`src/hdl/lfhe_pkg.sv`:
```
// Shared types and constants of the LED fire heat engine.
package lfhe_pkg;

  localparam int CELLS_DEFAULT = 64;
  localparam int CELL_IDX_W    = 6;
  localparam int HEAT_W        = 8;
  localparam int CFG_INDEX_W   = 2;
  localparam int QUEUE_DEPTH   = 4;

  localparam logic [HEAT_W-1:0] COOLING_RESET      = 8'd40;
  localparam logic [HEAT_W-1:0] SPARK_CHANCE_RESET = 8'd255;

  localparam logic [CFG_INDEX_W-1:0] REG_COOLING      = 2'd0;
  localparam logic [CFG_INDEX_W-1:0] REG_SPARK_CHANCE = 2'd1;

  typedef enum logic [1:0] {
    ACT_COOL  = 2'd0,
    ACT_SPARK = 2'd1,
    ACT_READ  = 2'd2,
    ACT_NOP   = 2'd3
  } action_t;

  // Work handed from the front to the back. OP_BLANK is a read of a cell
  // beyond the table, which answers black.
  typedef enum logic [1:0] {
    OP_COOL  = 2'd0,
    OP_SPARK = 2'd1,
    OP_READ  = 2'd2,
    OP_BLANK = 2'd3
  } op_t;

  typedef struct packed {
    op_t                   op;
    logic [CELL_IDX_W-1:0] addr;
    logic [HEAT_W-1:0]     amount;
  } work_t;

endpackage

```
`src/hdl/lfhe_ram.sv`:
```
// Generic single write port, single read port RAM with registered read data.
module lfhe_ram #(
  parameter int WIDTH = 8,
  parameter int DEPTH = 64,
  localparam int AW = (DEPTH > 1) ? $clog2(DEPTH) : 1
) (
  input  logic             clk,
  input  logic             we,
  input  logic [AW-1:0]    waddr,
  input  logic [WIDTH-1:0] wdata,
  input  logic             re,
  input  logic [AW-1:0]    raddr,
  output logic [WIDTH-1:0] rdata
);

  logic [WIDTH-1:0] mem [DEPTH];

  always_ff @(posedge clk) begin
    if (we) begin
      mem[waddr] <= wdata;
    end
    if (re) begin
      rdata <= mem[raddr];
    end
  end

endmodule

```
`src/hdl/lfhe_queue.sv`:
```
// Short FIFO that carries classified work from the front to the back.
module lfhe_queue import lfhe_pkg::*; (
  input  logic  clk,
  input  logic  rst,
  input  logic  push,
  input  work_t push_entry,
  input  logic  pop,
  output work_t pop_entry,
  output logic  empty,
  output logic  full
);

  localparam int PTR_W = $clog2(QUEUE_DEPTH);

  work_t            slots [QUEUE_DEPTH];
  logic [PTR_W-1:0] wr_ptr;
  logic [PTR_W-1:0] rd_ptr;
  logic [PTR_W:0]   count;

  assign empty     = (count == '0);
  assign full      = (count == (PTR_W + 1)'(QUEUE_DEPTH));
  assign pop_entry = slots[rd_ptr];

  always_ff @(posedge clk) begin
    if (push) begin
      slots[wr_ptr] <= push_entry;
    end
  end

  always_ff @(posedge clk) begin
    if (rst) begin
      wr_ptr <= '0;
      rd_ptr <= '0;
      count  <= '0;
    end else begin
      if (push) begin
        wr_ptr <= wr_ptr + 1'b1;
      end
      if (pop) begin
        rd_ptr <= rd_ptr + 1'b1;
      end
      case ({push, pop})
        2'b10:   count <= count + 1'b1;
        2'b01:   count <= count - 1'b1;
        default: count <= count;
      endcase
    end
  end

endmodule

```
`src/hdl/lfhe_front.sv`:
```
// Front end: input transfers, configuration registers, cursor and classification.
module lfhe_front import lfhe_pkg::*; #(
  parameter int CELLS = CELLS_DEFAULT
) (
  input  logic                   clk,
  input  logic                   rst,
  input  logic                   in_valid,
  output logic                   in_stall,
  input  logic [1:0]             action,
  input  logic [HEAT_W-1:0]      cool_amount,
  input  logic [HEAT_W-1:0]      spark_roll,
  input  logic [2:0]             spark_cell,
  input  logic [HEAT_W-1:0]      spark_amount,
  input  logic [CELL_IDX_W-1:0]  pixel_index,
  input  logic                   cfg_valid,
  output logic                   cfg_ready,
  input  logic [CFG_INDEX_W-1:0] cfg_index,
  input  logic [HEAT_W-1:0]      cfg_data,
  input  logic                   q_full,
  output logic                   q_push,
  output work_t                  q_entry
);

  localparam int AW         = $clog2(CELLS);
  localparam int LIM_W      = 10;
  localparam int LIM_SHIFT  = 20;
  localparam int LIM_RECIP  = ((1 << LIM_SHIFT) + CELLS - 1) / CELLS;
  localparam int LIM_RESET  = (int'(COOLING_RESET) * 10) / CELLS + 1;

  logic [AW-1:0]     cursor;
  logic [LIM_W-1:0]  limit;
  logic [HEAT_W-1:0] spark_chance;
  logic [11:0]       cool_x10;
  logic [31:0]       lim_prod;
  logic [LIM_W-1:0]  limit_next;
  logic              accept;
  logic              keep;

  assign cfg_ready = 1'b1;
  assign in_stall  = q_full;
  assign accept    = in_valid && !q_full;
  assign q_push    = accept && keep;

  // The cooldown limit cooling*10/CELLS+1 is worked out when cooling is written,
  // by a ceiling reciprocal that is exact over the whole 12-bit range.
  assign cool_x10   = 12'(cfg_data) * 12'd10;
  assign lim_prod   = 32'(cool_x10) * 32'(LIM_RECIP);
  assign limit_next = lim_prod[LIM_SHIFT +: LIM_W] + 1'b1;

  always_comb begin
    q_entry = '{op: OP_BLANK, addr: pixel_index, amount: spark_amount};
    keep    = 1'b0;
    case (action_t'(action))
      ACT_COOL: begin
        keep           = 1'b1;
        q_entry.op     = OP_COOL;
        q_entry.addr   = CELL_IDX_W'(cursor);
        q_entry.amount = (LIM_W'(cool_amount) < limit) ? cool_amount : limit[HEAT_W-1:0];
      end
      ACT_SPARK: begin
        keep         = (spark_roll < spark_chance) && (int'(spark_cell) < CELLS);
        q_entry.op   = OP_SPARK;
        q_entry.addr = CELL_IDX_W'(spark_cell);
      end
      ACT_READ: begin
        keep       = 1'b1;
        q_entry.op = (int'(pixel_index) < CELLS) ? OP_READ : OP_BLANK;
      end
      default: begin
        keep = 1'b0;
      end
    endcase
  end

  always_ff @(posedge clk) begin
    if (rst) begin
      cursor       <= '0;
      limit        <= LIM_W'(LIM_RESET);
      spark_chance <= SPARK_CHANCE_RESET;
    end else begin
      if (cfg_valid && cfg_ready) begin
        case (cfg_index)
          REG_COOLING:      limit        <= limit_next;
          REG_SPARK_CHANCE: spark_chance <= cfg_data;
          default:          ;
        endcase
      end
      if (accept && (action_t'(action) == ACT_COOL)) begin
        cursor <= (cursor == AW'(CELLS - 1)) ? '0 : cursor + 1'b1;
      end
    end
  end

endmodule

```
`src/hdl/lfhe_back.sv`:
```
// Back end: heat table read-modify-write, diffusion and colour output register.
module lfhe_back import lfhe_pkg::*; #(
  parameter int CELLS = CELLS_DEFAULT
) (
  input  logic              clk,
  input  logic              rst,
  input  logic              q_empty,
  input  work_t             q_entry,
  output logic              q_pop,
  output logic              out_valid,
  input  logic              out_stall,
  output logic [HEAT_W-1:0] red,
  output logic [HEAT_W-1:0] green,
  output logic [HEAT_W-1:0] blue
);

  localparam int AW = $clog2(CELLS);

  localparam logic [HEAT_W-1:0] BAND_HIGH = 8'h80;
  localparam logic [HEAT_W-1:0] BAND_MID  = 8'h40;

  typedef enum logic [1:0] {
    ST_ISSUE = 2'b01,
    ST_EXEC  = 2'b10
  } state_t;

  typedef struct packed {
    logic [HEAT_W-1:0] r;
    logic [HEAT_W-1:0] g;
    logic [HEAT_W-1:0] b;
  } rgb_t;

  // t = round(h*191/255) = floor((382h+255)/510); the divide by 255 uses the
  // add-shift identity, exact for quotients far beyond 191.
  function automatic rgb_t heat_color(input logic [HEAT_W-1:0] h);
    logic [16:0] scaled;
    logic [15:0] half;
    logic [16:0] sum;
    logic [7:0]  t;
    logic [7:0]  ramp;
    rgb_t        c;
    scaled = 17'(h) * 17'd382 + 17'd255;
    half   = scaled[16:1];
    sum    = 17'(half) + 17'(half[15:8]) + 17'd1;
    t      = sum[15:8];
    ramp   = {t[5:0], 2'b00};
    if (t > BAND_HIGH) begin
      c = '{r: 8'hFF, g: 8'hFF, b: ramp};
    end else if (t > BAND_MID) begin
      c = '{r: 8'hFF, g: ramp, b: 8'h00};
    end else begin
      c = '{r: ramp, g: 8'h00, b: 8'h00};
    end
    return c;
  endfunction

  state_t            state;
  state_t            state_next;
  work_t             cur;
  logic [CELLS-1:0]  written;
  logic              rd_written;
  logic [HEAT_W-1:0] cooled_prev;
  logic [HEAT_W-1:0] cooled_prevprev;

  logic              ram_we;
  logic              ram_re;
  logic [AW-1:0]     ram_raddr;
  logic [AW-1:0]     ram_waddr;
  logic [HEAT_W-1:0] ram_wdata;
  logic [HEAT_W-1:0] ram_rdata;

  logic [HEAT_W-1:0] heat;
  logic [HEAT_W-1:0] cooled;
  logic [9:0]        blend;
  logic [19:0]       blend_prod;
  logic [HEAT_W-1:0] diffused;
  logic              slot_free;
  logic              load_out;
  rgb_t              color;

  lfhe_ram #(
    .WIDTH(HEAT_W),
    .DEPTH(CELLS)
  ) u_heat_ram (
    .clk  (clk),
    .we   (ram_we),
    .waddr(ram_waddr),
    .wdata(ram_wdata),
    .re   (ram_re),
    .raddr(ram_raddr),
    .rdata(ram_rdata)
  );

  // Cells never written since reset read as cold.
  assign heat       = rd_written ? ram_rdata : '0;
  assign cooled     = (heat >= cur.amount) ? heat - cur.amount : '0;
  assign blend      = 10'(cooled_prev) + {1'b0, cooled_prevprev, 1'b0};
  assign blend_prod = 20'(blend) * 20'd683;
  assign diffused   = blend_prod[18:11];
  assign color      = (cur.op == OP_READ) ? heat_color(heat) : '0;
  assign slot_free  = !out_valid || !out_stall;
  assign ram_raddr  = q_entry.addr[AW-1:0];
  assign ram_waddr  = cur.addr[AW-1:0];

  always_comb begin
    state_next = state;
    q_pop      = 1'b0;
    ram_re     = 1'b0;
    ram_we     = 1'b0;
    ram_wdata  = cooled;
    load_out   = 1'b0;
    case (state)
      ST_ISSUE: begin
        if (!q_empty) begin
          q_pop      = 1'b1;
          ram_re     = 1'b1;
          state_next = ST_EXEC;
        end
      end
      ST_EXEC: begin
        case (cur.op)
          OP_COOL: begin
            ram_we     = 1'b1;
            ram_wdata  = (cur.addr >= CELL_IDX_W'(2)) ? diffused : cooled;
            state_next = ST_ISSUE;
          end
          OP_SPARK: begin
            ram_we     = 1'b1;
            ram_wdata  = heat + cur.amount;
            state_next = ST_ISSUE;
          end
          default: begin
            if (slot_free) begin
              load_out   = 1'b1;
              state_next = ST_ISSUE;
            end
          end
        endcase
      end
      default: state_next = ST_ISSUE;
    endcase
  end

  always_ff @(posedge clk) begin
    if (q_pop) begin
      cur        <= q_entry;
      rd_written <= written[ram_raddr];
    end
    if (load_out) begin
      red   <= color.r;
      green <= color.g;
      blue  <= color.b;
    end
  end

  always_ff @(posedge clk) begin
    if (rst) begin
      state           <= ST_ISSUE;
      written         <= '0;
      cooled_prev     <= '0;
      cooled_prevprev <= '0;
      out_valid       <= 1'b0;
    end else begin
      state <= state_next;
      if (ram_we) begin
        written[ram_waddr] <= 1'b1;
      end
      if ((state == ST_EXEC) && (cur.op == OP_COOL)) begin
        cooled_prevprev <= cooled_prev;
        cooled_prev     <= cooled;
      end
      if (load_out) begin
        out_valid <= 1'b1;
      end else if (!out_stall) begin
        out_valid <= 1'b0;
      end
    end
  end

endmodule

```
`src/hdl/led_fire_heat_engine_core.sv`:
```
// Top level of the LED fire heat engine: front end, work queue and back end.
//
// The engine keeps a table of CELLS 8-bit heat cells for a fire animation. Each input
// transfer carries an action: cool the next cell in order (the cooldown is clamped to
// cooling*10/CELLS+1 and floored at zero, and cells from index 2 up take the blend
// (prev + 2*prevprev)/3 of the two cooled cells below them), add a spark to a low cell
// when the roll is below spark_chance, or read a cell out as an RGB fire colour. Only a
// read produces an output transfer; a read beyond the table answers black, a spark at a
// cell beyond the table and the unused action do nothing. The front end takes one input
// transfer per cycle into a four-entry queue and stalls only while that queue is full.
// The back end works each item in ST_ISSUE and then ST_EXEC, as set by the heat table
// RAM with its registered read: ST_ISSUE reads the cell, ST_EXEC modifies and writes it
// back or loads the colour into the output register. It takes no new item before it is
// through with the last one, and a colour waits behind a stalled output. Reset needs no
// clearing pass: one flag per cell marks it written, and an unwritten cell reads as
// zero. The configuration port is always ready; write cooling (index 0, reset 40) and
// spark_chance (index 1, reset 255) only while no item is in flight.
module led_fire_heat_engine_core import lfhe_pkg::*; #(
  parameter int CELLS = CELLS_DEFAULT
) (
  input  logic                   clk,
  input  logic                   rst,
  input  logic                   in_valid,
  output logic                   in_stall,
  input  logic [1:0]             action,
  input  logic [HEAT_W-1:0]      cool_amount,
  input  logic [HEAT_W-1:0]      spark_roll,
  input  logic [2:0]             spark_cell,
  input  logic [HEAT_W-1:0]      spark_amount,
  input  logic [CELL_IDX_W-1:0]  pixel_index,
  output logic                   out_valid,
  input  logic                   out_stall,
  output logic [HEAT_W-1:0]      red,
  output logic [HEAT_W-1:0]      green,
  output logic [HEAT_W-1:0]      blue,
  input  logic                   cfg_valid,
  output logic                   cfg_ready,
  input  logic [CFG_INDEX_W-1:0] cfg_index,
  input  logic [HEAT_W-1:0]      cfg_data
);

  // Classified work travels through the queue as one struct per item.
  work_t push_entry;
  work_t pop_entry;
  logic  q_push;
  logic  q_pop;
  logic  q_empty;
  logic  q_full;

  lfhe_front #(
    .CELLS(CELLS)
  ) u_front (
    .clk         (clk),
    .rst         (rst),
    .in_valid    (in_valid),
    .in_stall    (in_stall),
    .action      (action),
    .cool_amount (cool_amount),
    .spark_roll  (spark_roll),
    .spark_cell  (spark_cell),
    .spark_amount(spark_amount),
    .pixel_index (pixel_index),
    .cfg_valid   (cfg_valid),
    .cfg_ready   (cfg_ready),
    .cfg_index   (cfg_index),
    .cfg_data    (cfg_data),
    .q_full      (q_full),
    .q_push      (q_push),
    .q_entry     (push_entry)
  );

  lfhe_queue u_queue (
    .clk       (clk),
    .rst       (rst),
    .push      (q_push),
    .push_entry(push_entry),
    .pop       (q_pop),
    .pop_entry (pop_entry),
    .empty     (q_empty),
    .full      (q_full)
  );

  // The back end owns the heat table, the cooled-neighbour history and the
  // output register that parts it from the downstream stall.
  lfhe_back #(
    .CELLS(CELLS)
  ) u_back (
    .clk      (clk),
    .rst      (rst),
    .q_empty  (q_empty),
    .q_entry  (pop_entry),
    .q_pop    (q_pop),
    .out_valid(out_valid),
    .out_stall(out_stall),
    .red      (red),
    .green    (green),
    .blue     (blue)
  );

endmodule

```
`config.mk`:
```
export PLATFORM = sky130hd
export DESIGN_NAME = led_fire_heat_engine_core
export DESIGN_NICKNAME = d
export VERILOG_FILES = /design/src/hdl/lfhe_pkg.sv /design/src/hdl/lfhe_ram.sv /design/src/hdl/lfhe_queue.sv /design/src/hdl/lfhe_front.sv /design/src/hdl/lfhe_back.sv /design/src/hdl/led_fire_heat_engine_core.sv
export SDC_FILE = /design/constraint.sdc
export NUM_CORES = 1
export LEC_CHECK = 0
export ABC_AREA = 1
export BUFFER_PORTS_ARGS = -buffer_cell sky130_fd_sc_hd__buf_2
export CORE_UTILIZATION = 50
export CTS_BUF_LIST = sky130_fd_sc_hd__clkbuf_16
export CTS_CLUSTER_SIZE = 10
export DETAILED_ROUTE_END_ITERATION = 12
export PLACE_DENSITY = 0.66
export SETUP_SLACK_MARGIN = 0.05
export SLEW_MARGIN = 25
export SYNTH_ARGS = -nofsm -noshare
export SYNTH_HDL_FRONTEND = slang
export SYNTH_SLANG_ARGS = --single-unit
```
`constraint.sdc`:
```
create_clock -name clk -period 13.94 [get_ports clk]
set_input_delay 2.788 -clock clk [delete_from_list [all_inputs] [get_ports clk]]
set_output_delay 2.788 -clock clk [all_outputs]
set_load 0.005 [all_outputs]
```
==> flow_metrics.env, run 1 <==
export IMPL_setup_tns_final_ns=0
export IMPL_hp_class="reg2reg"
export IMPL_post_cts_setup_buffers=0
export IMPL_num_antenna_cells=0
export IMPL_critPathSlowestCell="edfxtp_1"
export IMPL_cp_data_required_time_ns=14.30
export IMPL_globalplace_congestion=0.8762
export IMPL_syn_inst=3298
export IMPL_layout_drive_gt1_share=0.08997
export IMPL_syn_cell_area_sq_mm=0.03509
export IMPL_htree_levels=3
export IMPL_crit_path_start="u_back.rd_written"
export IMPL_routed_via_density=5.715
export IMPL_numCtsBuffers=85
export IMPL_worstPathMaxFanout=13
export IMPL_synth_edf_count=621
export IMPL_crit_path_end="u_back.green[3]"
export IMPL_tightest_slew_ns=1.059
export IMPL_critPathLaunchType="register"
export IMPL_cts_hold_buffers_added=0
export IMPL_r2r_cells=40
export IMPL_coreArea_sq_mm=0.06907
export IMPL_path_depth=40
export IMPL_syn_area_per_cell_sq_um=10.64
export IMPL_initial_core_util=0.5080
export IMPL_ant_nets=0
export IMPL_async_reset_ff_frac=0
export IMPL_crit_arrival_ns=7.69
export IMPL_crit_top_cell="inv_1"
export IMPL_yosys_warnings=0
export IMPL_use_met2=0.4058
export IMPL_synth_seq_cells=734
export IMPL_first_pass_iters=5
export IMPL_die_area_sq_mm=0.07124
export IMPL_io_buffers=73
export IMPL_synthFlopType="edfxtp_1"
export IMPL_reg2reg_from="u_back.rd_written"
export IMPL_max_cap_violations=0
export IMPL_rsz0062_at_grt="no"
export IMPL_post_route_util=0.5632
export IMPL_max_clock_freq_mhz=136.4
export IMPL_clk_path_buf_depth=3
export IMPL_gr_usage_met1=0.3422
export IMPL_antenna_found_initial=0
export IMPL_drtIter0Drc=2590
export IMPL_clkTransAtPathRegs_ns=0.06
export IMPL_drc_errors=0
export IMPL_slew_headroom=0.2938
export IMPL_fp_dieH_microns=266.9
export IMPL_rr_endpoint="u_back.green[3]"
export IMPL_grt_pass1_vias=24220
export IMPL_status="completed"
export IMPL_fillers=5716
export IMPL_root_buffer="clkbuf_16"
export IMPL_hold_viol=0
export IMPL_grt_busiest_layer="met2"
export IMPL_dr_total_vias=24760
export IMPL_finalCriticalPeriod_ns=7.332
export IMPL_reg2reg_slack_ns=6.61
export IMPL_clock_sinks=734
export IMPL_finalSetupViolCount=0
export IMPL_cp_end_kind="register"
export IMPL_finalMaxSlewViolations=0
export IMPL_period_share=0.5259
export IMPL_row_count=96
export IMPL_nets=3584
export IMPL_grt_use_total=0.2501
export IMPL_wl_microns=88360
export IMPL_grt_use_met3=0.04050
export IMPL_routedWlPerCell_microns=20.40
export IMPL_boundaryPins=77
export IMPL_grt_pass1_wl_microns=137400
export IMPL_globalRouteOverflowTotal=0
export IMPL_crit_buf_inv=10
export IMPL_clk_latency_ns=0.63
export IMPL_synth_cell_types=53
export IMPL_slowest_delay_ns=0.55
export IMPL_crit_family="adder cells"
export IMPL_synth_seq_area_share=0.5960
export IMPL_area_growth_syn_to_layout_pct=10.87
export IMPL_detailed_place_hpwl_microns=56120
export IMPL_die_w_microns=266.9
export IMPL_grt_max_degree=218
export IMPL_cts_tree="yes"
export IMPL_skew_ns=0.02867
export IMPL_ctsResizeCount=0
export IMPL_criticalPathCategory="reg2reg"
[sequential cells by signal (all words and copies together), names as in the netlist, named ones only]
| register | cells |
|---|---|
| u_back.u_heat_ram.mem | 512 |
| u_back.written | 64 |
| u_queue.slots | 64 |
| u_back.cur | 10 |
| u_back.cooled_prev | 8 |
| u_back.cooled_prevprev | 8 |
| u_back.u_heat_ram.rdata | 8 |
| u_front.spark_chance | 8 |
| u_back.green | 7 |
| u_back.red | 7 |
| u_front.limit | 7 |
| u_back.blue | 6 |
| u_back.ram_waddr | 6 |
| u_front.cursor | 6 |
| u_queue.count | 3 |
| u_back.state | 2 |
| u_queue.rd_ptr | 2 |
| u_queue.wr_ptr | 2 |
| u_back.out_valid | 1 |
| u_back.rd_written | 1 |
[cells by family after synthesis]
| family | synth area share |
|---|---|
| adder cells (fa/ha/maj) | 0.08259 |
| AO/OA/AOI/OAI | 0.1152 |
| XOR/XNOR | 0.009236 |
| AND/OR/NAND/NOR | 0.1497 |
| flip-flops | 0.5960 |
| buffers and inverters | 0.04711 |
| other | 0.0002140 |
[routing by layer]
layer	part of all wire	vias to the layer above	routed length, microns
met5	0	-	0
li1	-	11660	-
met1	0.44	12080	38590
met2	0.47	870	41480
met4	0.029	0	2557
met3	0.065	143	5721
[worst reg2reg max path: cells and delay by family (launching register included)]
family                   cells  cell delay, ns
flip-flops                   1            0.55
AND/OR/NAND/NOR             19            2.06
buffers and inverters       10            0.86
AO/OA/AOI/OAI                4            0.85
XOR/XNOR                     1            0.28
adder cells (fa/ha/maj)      6            2.52
[cell usage after synthesis (all sizes together) (2+ instances only)]
library cell	number	area, sq um
a211oi	3	22.52
a21boi	5	37.54
a21o	3	22.52
a21oi	88	466.7
a22o	2	17.52
a31oi	4	25.02
a32oi	5	43.79
buf	20	125.1
clkbuf	138	518.0
clkinv	6	22.52
conb	2	7.510
dfxtp	113	2262
edfxtp	621	18650
fa	46	920.9
ha	158	1977
inv	263	987.2
nand2	276	1169
nand3	124	670.7
nand4	11	75.07
nor2	834	3181
nor3	17	85.08
o211ai	87	653.1
o21a	4	30.03
o21ai	246	1239
o21bai	7	52.55
o221ai	5	43.79
o22ai	10	62.56
o311ai	73	639.4
o31ai	5	37.54
o32ai	72	630.6
or2	8	50.05
xnor2	13	113.9
xor2	24	210.2
[worst min path at each step]
| stage | startpoint | to | cells past startpoint |
|---|---|---|---|
| floorplan | u_back.written[34] | u_back.written[34] | 2 |
| global placement | u_back.written[41] | u_back.written[41] | 2 |
| detailed placement | u_back.written[1] | u_back.written[1] | 2 |
| CTS | u_back.written[9] | u_back.written[9] | 2 |
| global route | u_back.written[51] | u_back.written[51] | 2 |
| finish | u_back.written[9] | u_back.written[9] | 2 |
[area by class of cell]
cell class | count | area [sq um] | area share
timing repair buffer | 102 | 583.1 | 0.01499
clock inverter | 72 | 392.9 | 0.01010
sequential | 734 | 20910 | 0.5376
tap | 931 | 1165 | 0.02995
multi-input combinational | 2138 | 12670 | 0.3257
clock buffer | 86 | 2152 | 0.05532
inverter | 269 | 1026 | 0.02638
[cells in the final DEF (no fill, tap or decap), drive strengths merged, types with 24 or more instances in the layout]
cell | synthesis | final
o32ai | 72 | 72
a21oi | 88 | 88
o311ai | 73 | 73
clkbuf | 138 | 86
o211ai | 87 | 87
o21ai | 246 | 246
dfxtp | 113 | 113
nor2 | 834 | 834
xor2 | 24 | 24
edfxtp | 621 | 621
nand3 | 124 | 124
ha | 158 | 158
nand2 | 276 | 276
inv | 263 | 322
fa | 46 | 46
buf | 20 | 102
[stage by stage]
| stage | hold WS [ns] | instances | instance area [sq um] | worst slack [ns] |
|---|---|---|---|---|
| after global routing | 0.4861 | 4332 | 38900 | 5.949 |
| after detailed placement | 0.4585 | 4174 | 36350 | 6.611 |
| after floorplan | 0.4325 | 3299 | 35090 | 6.841 |
| final | 0.4641 | 4332 | 38900 | 6.608 |
| after global placement | 0.4429 | 4174 | 36350 | 6.756 |
| after CTS | 0.4701 | 4332 | 38900 | 6.589 |
Power of run 1 is not shown: default switching activity piles up to over one toggle a cycle in this logic, so the estimate is an artifact.
==> inputs of run 2 (changes only) <==
Clock period 13.94 ns to 7.01 ns, I/O delays scaled along.
==> run 2 against run 1 <==
Against the previous run: wire length increased by 1.2%; sequential share of layout area decreased by 0.54 points; die area unchanged; clock-buffer cell count increased by 2; first-iteration DRC count decreased by 8.0%; utilization increased by 0.58 points; design area increased by 1.0%; non-clock buffer count increased by 25; hold slack got worse by 0.0042 ns; global-route usage decreased by 0.073 points; sequential cell count unchanged; setup slack got worse by 6.2 ns; highest routed layer is now met5.
==> flow_metrics.env, run 2 (synthesis gave the netlist of run 1 again) <==
export IMPL_status="completed"
export IMPL_setup_tns_final_ns=0
export IMPL_hold_viol=0
export IMPL_boundaryPins=77
export IMPL_root_buffer="clkbuf_16"
export IMPL_initial_core_util=0.5080
export IMPL_crit_path_end="u_back.u_heat_ram.mem[3][6]"
export IMPL_finalCriticalPeriod_ns=6.629
export IMPL_grt_max_degree=168
export IMPL_period_share=0.9456
export IMPL_htree_levels=3
export IMPL_finalMaxSlewViolations=0
export IMPL_row_count=96
export IMPL_rsz0062_at_grt="yes"
export IMPL_drc_errors=0
export IMPL_io_buffers=73
export IMPL_cts_tree="yes"
export IMPL_first_pass_iters=5
export IMPL_final_common_cell="nor2_1"
export IMPL_cp_data_required_time_ns=7.37
export IMPL_numCtsBuffers=85
export IMPL_met1_length_microns=38050
export IMPL_antenna_found_initial=1
export IMPL_largest_registers="u_back.u_heat_ram.mem x512, u_back.written x64, u_queue.slots x64"
export IMPL_holdWs_ns=0.4599
export IMPL_dr_total_vias=24790
export IMPL_detailed_place_hpwl_microns=56590
export IMPL_place_area_sq_mm=0.03653
export IMPL_crit_path_start="u_back.cooled_prevprev[0]"
export IMPL_coreArea_sq_mm=0.06907
export IMPL_tightest_slew_ns=1.058
export IMPL_clk_path_buf_depth=3
export IMPL_cts_hold_buffers_added=0
export IMPL_reg2reg_slack_ns=0.38
export IMPL_fillers=5803
export IMPL_globalRouteOverflowTotal=0
export IMPL_num_antenna_cells=0
export IMPL_largest_register_ffs=512
export IMPL_cp_end_kind="register"
export IMPL_wl_met2_microns=42260
export IMPL_worstPathMaxFanout=13
export IMPL_hp_class="reg2reg"
export IMPL_most_common_layout_cells="nor2_1 (807), edfxtp_1 (621), inv_1 (309)"
export IMPL_post_route_util=0.5690
export IMPL_clock_sinks=734
export IMPL_max_cap_violations=0
export IMPL_nets=3612
export IMPL_reg2reg_from="u_back.cooled_prevprev[0]"
export IMPL_final_area_sq_mm=0.03930
export IMPL_crit_arrival_ns=6.99
export IMPL_skew_ns=0.03043
export IMPL_wl_microns=89390
export IMPL_fp_dieH_microns=266.9
export IMPL_critPathLaunchType="register"
export IMPL_crit_top_cell="nand2_1"
export IMPL_drtIter0Drc=2383
export IMPL_max_clock_freq_mhz=150.9
export IMPL_area_growth_syn_to_layout_pct=12.00
export IMPL_die_area_sq_mm=0.07124
export IMPL_r2r_cells=29
export IMPL_layout_drive_gt1_share=0.1035
export IMPL_critPathSlowestCell="fa_1"
export IMPL_grt_use_total=0.2493
export IMPL_clk_latency_ns=0.64
export IMPL_final_seq_area_sq_mm=0.02091
export IMPL_ant_nets=0
export IMPL_rr_endpoint="u_back.u_heat_ram.mem[3][6]"
export IMPL_routedWlPerCell_microns=20.50
export IMPL_criticalPathCategory="reg2reg"
export IMPL_multiInputGateArea_sq_mm=0.01285
export IMPL_globalplace_congestion=0.8589
export IMPL_finalSetupViolCount=0
export IMPL_dr_max_layer_used="met5"
export IMPL_slew_headroom=0.2947
export IMPL_routed_via_density=5.684
export IMPL_top_register="u_back.u_heat_ram.mem"
export IMPL_die_w_microns=266.9
export IMPL_wl_met3_microns=5950
export IMPL_clkTransAtPathRegs_ns=0.06
export IMPL_grt_pass1_wl_microns=135700
export IMPL_slowest_delay_ns=0.53
export IMPL_grt_pass1_vias=23750
-- run 2: area by class of cell --
type                            instances  area share
Sequential cell                       734      0.5321
Multi-Input combinational cell       2141      0.3269
Clock inverter                         71    0.007673
Clock buffer                           88     0.05604
Timing Repair Buffer                  127     0.02159
Tap cell                              931     0.02964
Inverter                              269     0.02605
-- run 2: worst min-delay path by stage --
stage / slack, ns / start / depth (start not counted) / to
3_3_place_gp: 0.44 / u_back.written[51] / 2 / u_back.written[51]
6_report: 0.46 / u_back.written[36] / 2 / u_back.written[36]
3_5_place_dp: 0.45 / u_back.written[34] / 2 / u_back.written[34]
5_1_grt: 0.49 / u_back.written[36] / 2 / u_back.written[36]
2_1_floorplan: 0.43 / u_back.written[34] / 2 / u_back.written[34]
4_1_cts: 0.46 / u_back.written[34] / 2 / u_back.written[34]
-- run 2: metal layers --
metal	global-route usage	vias to the layer above
li1	-	11730
met1	0.3364	12070
met2	0.4092	825
met3	0.03866	162
met4	0.08776	2
met5	0	-
-- run 2: repair_timing --
item / in CTS / in global routing
buffers inserted: 0 / 7
setup endpoints to repair: 0 / 54
gates resized for setup: 0 / 32
-- run 2: per-stage QoR --
step           instances  worst slack (ns)
6_report            4361            0.3814
5_1_grt             4361           0.03531
4_1_cts             4350            0.1448
3_5_place_dp        4191            0.1407
3_3_place_gp        4191            0.2222
2_1_floorplan       3299            0.1922
-- run 2: critical path: cells and delay by family (launching register included) --
family / cells / cell delay [ns]
adder cells (fa/ha/maj): 8 / 3.15
AO/OA/AOI/OAI: 6 / 1.02
AND/OR/NAND/NOR: 9 / 1.01
buffers and inverters: 4 / 0.56
flip-flops: 1 / 0.31
XOR/XNOR: 2 / 0.31
Power of run 2 is left out for the same reason.
